## src/rtl/cvtp_pkg.sv

```systemverilog
// Shared types and constants of the constant-velocity track predictor.
package cvtp_pkg;

    localparam int MAX_OBJECTS_DEFAULT = 16;

    localparam int OBJ_W      = 4;
    localparam int POS_W      = 32;
    localparam int STAMP_W    = 32;
    localparam int OFS_W      = 48;
    localparam int VEL_W      = 32;
    localparam int KEEP_W     = 8;
    localparam int CNT_W      = 2;
    localparam int FRAC_W     = 16;
    localparam int QUOT_W     = 32;
    localparam int NUMER_W    = QUOT_W + FRAC_W + 1;
    localparam int PROD_W     = 64;
    localparam int SUM_W      = OFS_W + 2;
    localparam int DIV_STEPS  = QUOT_W;
    localparam int DIV_CNT_W  = $clog2(DIV_STEPS);

    localparam int APB_ADDR_W = 3;
    localparam int APB_DATA_W = 32;

    localparam logic REG_KEEP_EVERY = 1'b0;

    localparam logic [KEEP_W-1:0] KEEP_EVERY_RESET = KEEP_W'(1);
    localparam logic [KEEP_W-1:0] SKIP_MAX         = '1;
    localparam logic [CNT_W-1:0]  COUNT_FULL       = CNT_W'(2);

    localparam logic [1:0] AXIS_X = 2'd0;
    localparam logic [1:0] AXIS_Y = 2'd1;
    localparam logic [1:0] AXIS_Z = 2'd2;

    localparam logic [PROD_W-1:0] ROUND_HALF  = PROD_W'(1) << (FRAC_W - 1);
    localparam logic [VEL_W-1:0]  VEL_POS_MAX = {1'b0, {(VEL_W-1){1'b1}}};
    localparam logic [VEL_W-1:0]  VEL_NEG_MAG = {1'b1, {(VEL_W-1){1'b0}}};
    localparam logic [OFS_W-1:0]  OFS_MAX     = {1'b0, {(OFS_W-1){1'b1}}};
    localparam logic [OFS_W-1:0]  OFS_MIN     = {1'b1, {(OFS_W-1){1'b0}}};

    typedef enum logic [1:0] {
        STATUS_OK         = 2'd0,
        STATUS_ONE_SAMPLE = 2'd1,
        STATUS_EQUAL_TIME = 2'd2
    } status_t;

    typedef enum logic [3:0] {
        ST_IDLE,
        ST_READ,
        ST_DELTA_T,
        ST_AXIS,
        ST_SCALE,
        ST_DIV_START,
        ST_DIV_WAIT,
        ST_MULTIPLY,
        ST_ROUND,
        ST_OFFSET,
        ST_FINISH
    } seq_state_t;

    typedef struct packed {
        logic [POS_W-1:0]   pos_x;
        logic [POS_W-1:0]   pos_y;
        logic [POS_W-1:0]   pos_z;
        logic [STAMP_W-1:0] stamp;
    } sample_t;

    typedef struct packed {
        logic [KEEP_W-1:0] skip_count;
        logic [CNT_W-1:0]  sample_count;
        sample_t           older;
        sample_t           newer;
    } obj_word_t;

    typedef struct packed {
        logic              done;
        logic              ovf;
        logic [QUOT_W-1:0] quot;
    } div_res_t;

endpackage

```

## src/rtl/cvtp_div_unit.sv

```systemverilog
// Radix-2 restoring divider producing one quotient bit per cycle.
module cvtp_div_unit (
    input  logic                            clk,
    input  logic                            rst_n,
    input  logic                            start,
    input  logic [cvtp_pkg::NUMER_W-1:0]    numer,
    input  logic [cvtp_pkg::QUOT_W-1:0]     denom,
    output cvtp_pkg::div_res_t              res
);
    import cvtp_pkg::*;

    logic                 busy_reg;
    logic                 done_reg;
    logic [DIV_CNT_W-1:0] cnt_reg;
    logic [QUOT_W-1:0]    rem_reg;
    logic [QUOT_W-1:0]    quot_reg;
    logic [QUOT_W-1:0]    den_reg;
    logic                 ovf_reg;

    logic [QUOT_W:0]      trial;
    logic [QUOT_W:0]      diff;
    logic                 fits;
    logic [QUOT_W-1:0]    rem_next;
    logic [QUOT_W-1:0]    numer_hi;

    assign numer_hi = QUOT_W'(numer[NUMER_W-1:QUOT_W]);
    assign trial    = {rem_reg, quot_reg[QUOT_W-1]};
    assign fits     = trial >= {1'b0, den_reg};
    assign diff     = trial - {1'b0, den_reg};
    assign rem_next = fits ? diff[QUOT_W-1:0] : trial[QUOT_W-1:0];

    always_ff @(posedge clk or negedge rst_n)
    begin
        if (!rst_n)
        begin
            busy_reg <= 1'b0;
            done_reg <= 1'b0;
            cnt_reg  <= '0;
        end
        else
        begin
            done_reg <= 1'b0;
            if (start)
            begin
                busy_reg <= 1'b1;
                cnt_reg  <= '0;
            end
            else if (busy_reg)
            begin
                cnt_reg <= cnt_reg + 1'b1;
                if (cnt_reg == DIV_CNT_W'(DIV_STEPS - 1))
                begin
                    busy_reg <= 1'b0;
                    done_reg <= 1'b1;
                end
            end
        end
    end

    always_ff @(posedge clk)
    begin
        if (start)
        begin
            rem_reg  <= numer_hi;
            quot_reg <= numer[QUOT_W-1:0];
            den_reg  <= denom;
            ovf_reg  <= numer_hi >= denom;
        end
        else if (busy_reg)
        begin
            rem_reg  <= rem_next;
            quot_reg <= {quot_reg[QUOT_W-2:0], fits};
        end
    end

    assign res.done = done_reg;
    assign res.ovf  = ovf_reg;
    assign res.quot = quot_reg;

endmodule

```

## config.mk

```make
export PLATFORM = sky130hd
export DESIGN_NAME = cvtp_div_unit
export DESIGN_NICKNAME = d
export VERILOG_FILES = /design/src/rtl/cvtp_pkg.sv /design/src/rtl/cvtp_div_unit.sv
export SDC_FILE = /design/constraint.sdc
export NUM_CORES = 1
export LEC_CHECK = 0
export ABC_AREA = 1
export BUFFER_PORTS_ARGS = -buffer_cell sky130_fd_sc_hd__buf_2
export CAP_MARGIN = 15
export CELL_PAD_IN_SITES_DETAIL_PLACEMENT = 0
export CELL_PAD_IN_SITES_GLOBAL_PLACEMENT = 2
export CORE_MARGIN = 2
export CORE_UTILIZATION = 32
export CTS_BUF_LIST = sky130_fd_sc_hd__clkbuf_16
export DETAILED_ROUTE_END_ITERATION = 12
export HOLD_SLACK_MARGIN = 0.03
export PLACE_DENSITY = 0.86
export SLEW_MARGIN = 10
export SYNTH_ARGS = -nofsm -noshare
export SYNTH_HDL_FRONTEND = slang
export SYNTH_SLANG_ARGS = --single-unit
```

## constraint.sdc

```tcl
create_clock -name clk -period 3.05 [get_ports clk]
set_clock_uncertainty 0.15 [all_clocks]
set_input_delay 0.61 -clock clk [delete_from_list [all_inputs] [get_ports clk]]
set_output_delay 0.61 -clock clk [all_outputs]
set_load 0.01 [all_outputs]
```

==> flow_metrics.py, run 1 <==
metrics = {
    "critical_path": {
        "reg2regPathDepth": 14,
        "path_max_fanout": 33,
        "cp.required_ps": 3010,
        "r2r-start": "rem_reg[7]",
        "end_kind": "flip-flop",
        "rrSetupSlack_ps": 360,
        "crit_chain": "ha_1 -> nand2_1 -> inv_1 -> nand2_1 -> nand2_1 -> inv_1 -> nand3_2 -> nand2_1 -> nand2_2 -> nand2_2 -> buf_4 -> nand3b_1 -> nand3_1 -> nand2_1",
        "cp.buffers_inverters": 3,
        "start_kind": "flip-flop",
        "critical_path.startpoint": "rem_reg[7]",
        "cp_slowest_cell": "buf_4",
        "path_depth": 14,
        "critPathKind": "reg2reg",
        "cp_common_cell": "nand2_1",
        "crit_end": "rem_reg[9]",
        "path_delay_family": "simple AND/OR/NAND/NOR gates",
        "max_stage_delay_ps": 420,
        "cp.arrival_ps": 2650,
        "reg2reg_to": "rem_reg[9]",
    },
    "clock_network": {
        "path_clk_slew_ps": 80,
        "cts_sinks": 104,
        "clockBufferDepth": 2,
        "h-tree-depth": 3,
        "cts_root_buffer": "clkbuf_16",
        "cts_tree": "built",
        "cts_made_buffers": 9,
        "worstSkewPairLatency_ps": 360,
        "cts-resized-gates": 0,
    },
    "die": {
        "io_pins": 118,
        "core_area_sq_mm": 0.0233,
        "die_x_um": 157,
        "num_rows": 56,
        "die_y_um": 157,
        "die_area_sq_mm": 0.0248,
        "start_util_pct": 32.4,
    },
    "cells_and_area": {
        "final_common_cell": "nand2_1",
        "nFillCells": 2584,
        "antennaDiodeCount": 0,
        "drive_above_1_share_pct": 13.4,
        "final_cell_mix": "nand2_1 (448), inv_1 (194), buf_2 (116), edfxtp_1 (82), nand3_1 (72)",
        "finish.net_count": 1321,
        "area_delta_synth_final_pct": 16.6,
        "final_area_sq_mm": 0.00879,
    },
    "route": {
        "ant_nets": 0,
        "totalWireLength_um": 21000,
        "vias": 6734,
        "wl_per_cell_um": 13.9,
        "route.detailed.drc": 0,
        "drtIter0Drc": 325,
        "vias_per_cell": 4.46,
        "drt_pass1_iterations": 5,
    },
    "sta": {
        "finalSetupTns_ps": 0,
        "relSlewSlack_pct": 60.8,
        "slew_violations": 0,
        "clock.fmax_ghz": 0.371,
        "fin_crit_sh_pct": 88.3,
        "setup_violations": 0,
        "worst_pin_slew_ps": 587,
        "fin_crit_ps": 2690,
        "fin_hold_ws_ps": 290,
        "hold_violations": 0,
        "rsz0062_at_grt": "no",
    },
    "global_routing": {
        "antenna_found_initial": 0,
        "met3_usage_pct": 3.11,
        "grt_usage_pct": 17.7,
        "overflow": 0,
        "met1_usage_pct": 24.5,
        "grtUsageMet2_pct": 28.3,
        "grt_max_degree": 70,
        "grt_pass1_vias": 6582,
        "grt-busiest-layer": "met2",
        "grt_pass1_wl_um": 33900,
    },
    "synthesis": {
        "avgSynthCellArea_sq_um": 7.04,
        "syn-num-nets": 1206,
        "synthTopCellsByArea": "edfxtp_1 (33%), nand2_1 (22%), inv_1 (9.7%)",
        "yosys.area.top_type_share_pct": 32.7,
        "async_reset_ff_share_pct": 6.73,
        "synth-edff-count": 82,
        "synth_flop_cell": "edfxtp_1",
        "syn-cell-area_sq_mm": 0.00754,
        "ys_ff_latch": 104,
        "seq_area_frac_synth_pct": 39.0,
        "yosysTopAreaCell": "edfxtp_1",
        "yosysWarnings": 0,
        "syn_inst": 1070,
        "ys_types": 36,
    },
    "placed_design": {
        "dpl_cell_area_sq_mm": 0.00848,
        "port_buffers": 117,
        "dpl.hpwl_um": 16600,
        "gp_congestion": 0.889,
    },
    "outcome": {
        "outcome": "finished clean",
    },
    "power_and_ir_drop": {
        "leakagePower_nw": 4.80,
        "ir_drop_v": 0.000281,
        "power_w": 0.00645,
        "powerDensity_mw_per_mm2": 734,
    },
    "hold_path": {
        "holdCritPathClass": "in2reg",
    },
    "job": {
        "drv_cap": 0,
    },
}
## stage by stage
stage	cells	setup slack [ps]	util (%)
4_1_cts	1509	357	37.8
3_5_place_dp	1492	394	36.5
6_report	1509	357	37.8
3_3_place_gp	1492	384	36.5
5_1_grt	1509	134	37.8
2_1_floorplan	1070	500	-
## worst reg2reg max path, stage by stage, from the launching register on
cell and delay (ps):
edfxtp_1 400, ha_1 370, nand2_1 150, inv_1 50, nand2_1 60, nand2_1 60, inv_1 70, nand3_2 120
nand2_1 120, nand2_2 70, nand2_2 80, buf_4 420, nand3b_1 160, nand3_1 110, nand2_1 50
## metal layers
metal / vias to the layer above / part of all wire, %
li1: 3559 / -
met1: 3018 / 50
met2: 136 / 44
met3: 21 / 4.2
met4: 0 / 1.8
met5: - / 0
## timing repair
action,4_1_cts,5_1_grt
setup buffers,0,0
hold endpoints to repair,7,0
hold buffers,1,0
## where the power goes
| group | leakage (nW) | internal (W) | switching [W] |
|---|---|---|---|
| logic | 3.59 | 0.00118 | 0.00214 |
| clock network | 0.143 | 0.000578 | 0.000593 |
| registers | 1.07 | 0.00182 | 0.000144 |
## kinds of logic after synthesis
family	synth area share (%)
simple gates	36.0
xor+xnor	1.63
compound gates	2.94
buf+inv	11.7
fa+ha+maj	8.73
flops	39.0
## synthesized netlist by cell type (3+ instances only)
library cell / number
nand2_1: 448
inv_1: 195
edfxtp_1: 82
nand3_1: 72
ha_1: 51
nor2_1: 47
a21oi_1: 25
nand3b_1: 24
dfxtp_1: 15
clkbuf_1: 13
nor3_1: 13
xnor2_1: 13
nand4_1: 12
dfrtp_1: 7
buf_4: 5
nand2_2: 5
nor4_1: 5
buf_6: 4
nor2_2: 4
o21bai_1: 4
and2_1: 3
nor2_4: 3
## worst min path at each step
stage / endpoint / depth (start not counted) / startpoint / slack, ps
2_1_floorplan: busy_reg / 0 / rst_n / 160
3_3_place_gp: done_reg / 1 / rst_n / 300
3_5_place_dp: done_reg / 1 / rst_n / 300
4_1_cts: den_reg[20] / 1 / denom[20] / 280
5_1_grt: den_reg[22] / 1 / denom[22] / 280
6_report: den_reg[27] / 1 / denom[27] / 290
## cell type report
cell class | instances | area [sq um] | share of cell area (%)
Timing Repair Buffer | 128 | 698 | 7.95
Sequential cell | 104 | 2940 | 33.4
Inverter | 198 | 743 | 8.46
Clock buffer | 9 | 225 | 2.56
Clock inverter | 7 | 68.8 | 0.783
Tap cell | 319 | 399 | 4.54
Multi-Input combinational cell | 744 | 3710 | 42.3
(Power assumes the default switching activity.)
==> inputs of run 2 (changes only) <==
ABC_AREA = not set   (was 1)
CORE_UTILIZATION = 36   (was 32)
PLACE_DENSITY = 0.87   (was 0.86)
==> flow_metrics.py, run 2 <==
metrics = {
    "outcome": {
        "outcome": "finished clean",
    },
    "cells_and_area": {
        "multiInputGateArea_sq_mm": 0.00341,
        "regArea_sq_mm": 0.00294,
        "finish.net_count": 928,
        "area_delta_synth_final_pct": 23.4,
        "final_cell_mix": "buf_2 (116), edfxtp_1 (82), inv_1 (75), a21oi_1 (50), nor2_1 (47)",
        "finalNonFillerCells": 1027,
        "nFillCells": 1728,
        "drive_above_1_share_pct": 30.9,
        "final_common_cell": "buf_2",
    },
    "global_routing": {
        "grt_usage_pct": 18.2,
        "antenna_found_initial": 2,
        "grt_max_degree": 33,
        "grt_pass1_vias": 5669,
        "overflow": 0,
        "grt_pass1_wl_um": 28600,
    },
    "synthesis": {
        "yosysWarnings": 0,
        "syn_inst": 648,
        "async_reset_ff_share_pct": 6.73,
        "synth_flop_cell": "edfxtp_1",
        "avgSynthCellArea_sq_um": 10.3,
        "synth_commonest_cells": "edfxtp_1 (82), inv_1 (75), a21oi_1 (52), ha_1 (51), nor2_1 (47)",
        "syn-cell-area_sq_mm": 0.00666,
        "yosysTopAreaCell": "edfxtp_1",
        "syn-num-nets": 784,
        "ys_ff_latch": 104,
        "synthTopCellsByArea": "edfxtp_1 (37%), ha_1 (9.6%), mux2_2 (6.1%)",
        "synth-edff-count": 82,
        "ys_types": 66,
        "seq_area_frac_synth_pct": 44.1,
        "yosys.area.top_type_share_pct": 37.0,
        "synth_most_common_cell": "edfxtp_1",
    },
    "sta": {
        "worst_pin_slew_ps": 599,
        "fin_crit_ps": 2960,
        "clock.fmax_ghz": 0.338,
        "relSlewSlack_pct": 59.7,
        "slew_violations": 0,
        "fin_crit_sh_pct": 97.1,
        "hold_violations": 0,
        "fin_hold_ws_ps": 283,
        "setup_violations": 0,
        "rsz0062_at_grt": "yes",
    },
    "die": {
        "start_util_pct": 36.9,
        "core_area_sq_mm": 0.0180,
        "io_pins": 118,
        "die_x_um": 140,
        "die_area_sq_mm": 0.0196,
        "num_rows": 49,
        "die_y_um": 140,
    },
    "critical_path": {
        "path_delay_family": "compound AO/OA/AOI/OAI gates",
        "path_max_fanout": 3,
        "cp.arrival_ps": 3070,
        "critPathKind": "reg2reg",
        "crit_chain": "ha_1 -> a211o_1 -> a21oi_2 -> nand3_1 -> a21boi_1 -> o31ai_2 -> nand2_1 -> and3b_1 -> o21ai_1 -> a32o_1",
        "start_kind": "flip-flop",
        "cp_slowest_cell": "edfxtp_1",
        "end_kind": "flip-flop",
        "cp.required_ps": 3160,
        "max_stage_delay_ps": 420,
        "cp.buffers_inverters": 0,
    },
    "placed_design": {
        "dp_cells": 1006,
        "dpl.hpwl_um": 13400,
        "port_buffers": 117,
        "gp_congestion": 0.898,
    },
    "route": {
        "totalWireLength_um": 17400,
        "route.detailed.drc": 0,
        "vias": 5384,
        "vias_per_cell": 5.24,
        "drtIter0Drc": 279,
        "drt_pass1_iterations": 5,
        "ant_nets": 0,
        "wl_per_cell_um": 16.9,
    },
    "clock_network": {
        "clockBufferDepth": 2,
        "cts_root_buffer": "clkbuf_16",
        "worstSkewPairLatency_ps": 360,
        "h-tree-depth": 3,
        "cts_made_buffers": 9,
        "cts_tree": "built",
        "cts_sinks": 104,
        "path_clk_slew_ps": 70,
    },
    "power_and_ir_drop": {
        "powerDensity_mw_per_mm2": 490,
        "leakagePower_nw": 3.68,
        "ir_drop_v": 0.000289,
    },
    "job": {
        "drv_cap": 0,
    },
    "hold_path": {
        "holdCritPathClass": "in2reg",
    },
}
run 2: changes by cell type in the layout (fill, tap and decap cells not counted), moves of 22 or more:
cell	before	now
o21ai_0	2	24
nand3b_1	24	2
mux2_2	0	36
inv_1	194	75
nand2_1	448	25
a21oi_1	25	50
nand3_1	72	14
buf_4	9	40
run 2: per-layer routing:
layer / vias up / routed length [um] / GRT usage, % / part of all wire [%]
met2: 133 / 8460 / 31.0 / 49
li1: 2656 / - / - / -
met3: 21 / 920 / 4.10 / 5.3
met1: 2572 / 7680 / 22.9 / 44
met4: 2 / 309 / 6.26 / 1.8
met5: - / 11 / 0 / 0.063
run 2: cell families (layout without fill, tap and decap cells):
logic type                 count (synthesis)  count (layout)  synth area share, %
AOI/OAI and AO/OA                        179             179                 18.4
and+or+nand+nor                          137             137                 10.1
DFF                                      104             104                 44.1
buffers and inverters                    102             251                 6.26
adders and majority gates                 52              52                 9.89
muxes                                     44              44                 7.33
xor gates and xnor gates                  30              30                 3.95
other                                      0               1                    0
run 2: cell type report:
| cell class | instances | area share, % |
|---|---|---|
| multi-input combinational | 442 | 41.5 |
| sequential | 104 | 35.8 |
| timing repair buffer | 160 | 11.6 |
| tap | 229 | 3.49 |
| inverter | 75 | 3.43 |
| clock buffer | 9 | 2.74 |
| clock inverter | 7 | 1.45 |
| antenna | 1 | 0.0305 |
run 2: power breakdown:
group	internal (W)	switching (W)
clock	0.000806	0.000558
sequential	0.00165	0.0000565
combinational	0.000440	0.000515
run 2: path summary, 6_finish.rpt:
| check | start | to | slack (ps) | cells after the start |
|---|---|---|---|---|
| setup / recovery | rem_reg[5] | rem_reg[31] | 90 | 10 |
| hold / removal | denom[6] | den_reg[6] | 280 | 1 |
| setup reg to reg | rem_reg[5] | rem_reg[31] | 90 | 10 |
| hold reg to reg | rem_reg[21] | rem_reg[21] | 350 | 2 |
| max in group asynchronous | rst_n | cnt_reg[4] | 2140 | 2 |
| min in group asynchronous | rst_n | busy_reg | 450 | 2 |
run 2: metrics by stage:
| step | TNS, ps | instance area, sq um | utilization [%] | worst slack (ps) | power, W |
|---|---|---|---|---|---|
| after floorplan | 0 | 6660 | - | 209 | 0.00230 |
| after global placement | 0 | 7730 | 42.9 | 19.6 | 0.00264 |
| after detailed placement | 0 | 7730 | 42.9 | 3.25 | 0.00264 |
| after CTS | 0 | 8090 | 44.9 | 4.29 | 0.00403 |
| after global routing | -130 | 8210 | 45.6 | -63.1 | 0.00422 |
| final | 0 | 8220 | 45.6 | 88.7 | 0.00403 |
run 2: timing repair:
item,CTS,global route
hold endpoints to repair,7,0
pin swaps,0,7
hold buffers,1,0
setup buffers,0,3
endpoints found under the setup margin,4,24
gates resized for setup,2,26
cloned,0,0
==> inputs of run 3 (changes only) <==
RECOVER_POWER = 25   (was not set)
==> flow_metrics.py, run 3 (synthesis gave the netlist of run 2 again) <==
metrics = {
    "power_and_ir_drop": {
        "power_frac_clock_pct": 33.9,
        "p_int_w": 0.00289,
        "combPwrFrac_pct": 23.6,
        "leakagePower_nw": 3.61,
        "seq_power_share_pct": 42.5,
        "powerDensity_mw_per_mm2": 492,
        "power_w": 0.00402,
        "p_switching_w": 0.00113,
        "ir_drop_v": 0.000289,
        "switching_share_pct": 28.1,
    },
    "critical_path": {
        "critical_path.startpoint": "rem_reg[5]",
        "start_kind": "flip-flop",
        "reg2reg_to": "rem_reg[31]",
        "cp.arrival_ps": 3080,
        "reg2regPathDepth": 10,
        "end_kind": "flip-flop",
        "cp.required_ps": 3160,
        "critPathKind": "reg2reg",
        "r2r-start": "rem_reg[5]",
        "rrSetupSlack_ps": 80,
        "crit_end": "rem_reg[31]",
        "path_max_fanout": 3,
    },
    "clock_network": {
        "cts_sinks": 104,
        "cts_tree": "built",
        "worstSkewPairLatency_ps": 360,
        "cts_root_buffer": "clkbuf_16",
        "clockBufferDepth": 2,
        "cts_made_buffers": 9,
        "h-tree-depth": 3,
        "path_clk_slew_ps": 70,
    },
    "sta": {
        "rsz0062_at_grt": "yes",
        "fin_crit_ps": 2970,
        "setup_violations": 0,
        "relSlewSlack_pct": -8.27,
        "worst_pin_slew_ps": 1620,
        "fin_crit_sh_pct": 97.4,
        "slew_violations": 30,
        "fin_hold_ws_ps": 282,
        "clock.fmax_ghz": 0.337,
        "hold_violations": 0,
        "layout_setup_ws_ps": 80.8,
    },
    "cells_and_area": {
        "drive_above_1_share_pct": 27.6,
        "nFillCells": 1738,
        "finish.net_count": 928,
        "final_cell_mix": "buf_2 (91), edfxtp_1 (82), inv_1 (75), a21oi_1 (50), nor2_1 (47)",
        "finalNonFillerCells": 1027,
        "area_delta_synth_final_pct": 22.9,
        "final_common_cell": "buf_2",
    },
    "route": {
        "wl_per_cell_um": 16.9,
        "drt_pass1_iterations": 4,
        "vias": 5360,
        "totalWireLength_um": 17400,
        "vias_per_cell": 5.22,
        "ant_nets": 0,
        "drtIter0Drc": 297,
        "route.detailed.drc": 0,
    },
    "global_routing": {
        "grtUsageMet2_pct": 31.0,
        "grt_pass1_wl_um": 28600,
        "met3_usage_pct": 4.10,
        "grt_pass1_vias": 5669,
        "grt-busiest-layer": "met2",
        "antenna_found_initial": 2,
        "overflow": 0,
        "grt_max_degree": 33,
        "grt_usage_pct": 18.2,
        "met1_usage_pct": 22.9,
    },
    "placed_design": {
        "gp_congestion": 0.898,
        "dpl.hpwl_um": 13400,
        "pre_cts_ws_ps": 3.25,
        "port_buffers": 117,
        "dp_cells": 1006,
    },
    "job": {
        "drv_cap": 1,
    },
    "outcome": {
        "outcome": "complete, but fails checks",
        "violations": "max-capacitance violations, max-slew violations",
    },
    "hold_path": {
        "holdCritPathClass": "in2reg",
        "min_path_cells": 1,
    },
    "die": {
        "die_x_um": 140,
        "die_y_um": 140,
        "num_rows": 49,
        "start_util_pct": 36.9,
        "die_area_sq_mm": 0.0196,
        "core_area_sq_mm": 0.0180,
        "io_pins": 118,
    },
}
run 3: cell types whose count changed in the layout (fill, tap and decap cells not counted):
cell	before	now
clkbuf_1	0	26
buf_4	40	39
buf_2	116	91
run 3: worst min-delay path by stage:
stage          startpoint         end  slack (ps)
6_report         denom[6]  den_reg[6]         280
5_1_grt          denom[6]  den_reg[6]         270
4_1_cts          denom[6]  den_reg[6]         270
3_5_place_dp        rst_n  cnt_reg[1]         310
3_3_place_gp        rst_n  cnt_reg[2]         290
2_1_floorplan       rst_n    busy_reg         160
run 3: through the flow:
stage / cell area, sq um / utilization (%) / setup TNS (ps)
2_1_floorplan: 6660 / - / 0
3_3_place_gp: 7730 / 42.9 / 0
3_5_place_dp: 7730 / 42.9 / 0
4_1_cts: 8090 / 44.9 / 0
5_1_grt: 8180 / 45.4 / -187
6_report: 8180 / 45.4 / 0
run 3: final cells by class:
| cell class | instances | area [sq um] | share of cell area (%) |
|---|---|---|---|
| Multi-Input combinational cell | 442 | 3410 | 41.7 |
| Sequential cell | 104 | 2940 | 35.9 |
| Timing Repair Buffer | 160 | 916 | 11.2 |
| Tap cell | 229 | 287 | 3.50 |
| Inverter | 75 | 282 | 3.44 |
| Clock buffer | 9 | 225 | 2.75 |
| Clock inverter | 7 | 119 | 1.45 |
| Antenna cell | 1 | 2.50 | 0.0306 |
run 3: power by group through the flow:
stage	logic [W]	clock network, W	registers (W)
final	0.000950	0.00137	0.00171
after global routing	0.00105	0.00144	0.00172
after CTS	0.000920	0.00140	0.00171
after detailed placement	0.000907	0	0.00174
after global placement	0.000905	0	0.00173
after floorplan	0.000557	0	0.00174
run 3: layer usage:
layer | share of wire (%) | vias up
met5 | 0.063 | -
met4 | 1.7 | 2
met3 | 5.5 | 19
met2 | 49 | 129
met1 | 44 | 2553
li1 | - | 2657
run 3: timing repair:
| action | in CTS | in global routing |
|---|---|---|
| resized for setup | 2 | 26 |
| hold buffers | 1 | 0 |
| setup buffers | 0 | 3 |
| endpoints found under the hold margin | 7 | 0 |
| endpoints found under the setup margin | 4 | 24 |
| pin swaps | 0 | 7 |
run 3: critical path: stages (launching register included):
cell      delay [ps]
edfxtp_1         420
ha_1             350
a211o_1          310
a21oi_2          190
nand3_1          200
a21boi_1         420
o31ai_2          160
nand2_1          150
and3b_1          180
o21ai_1           70
a32o_1           240
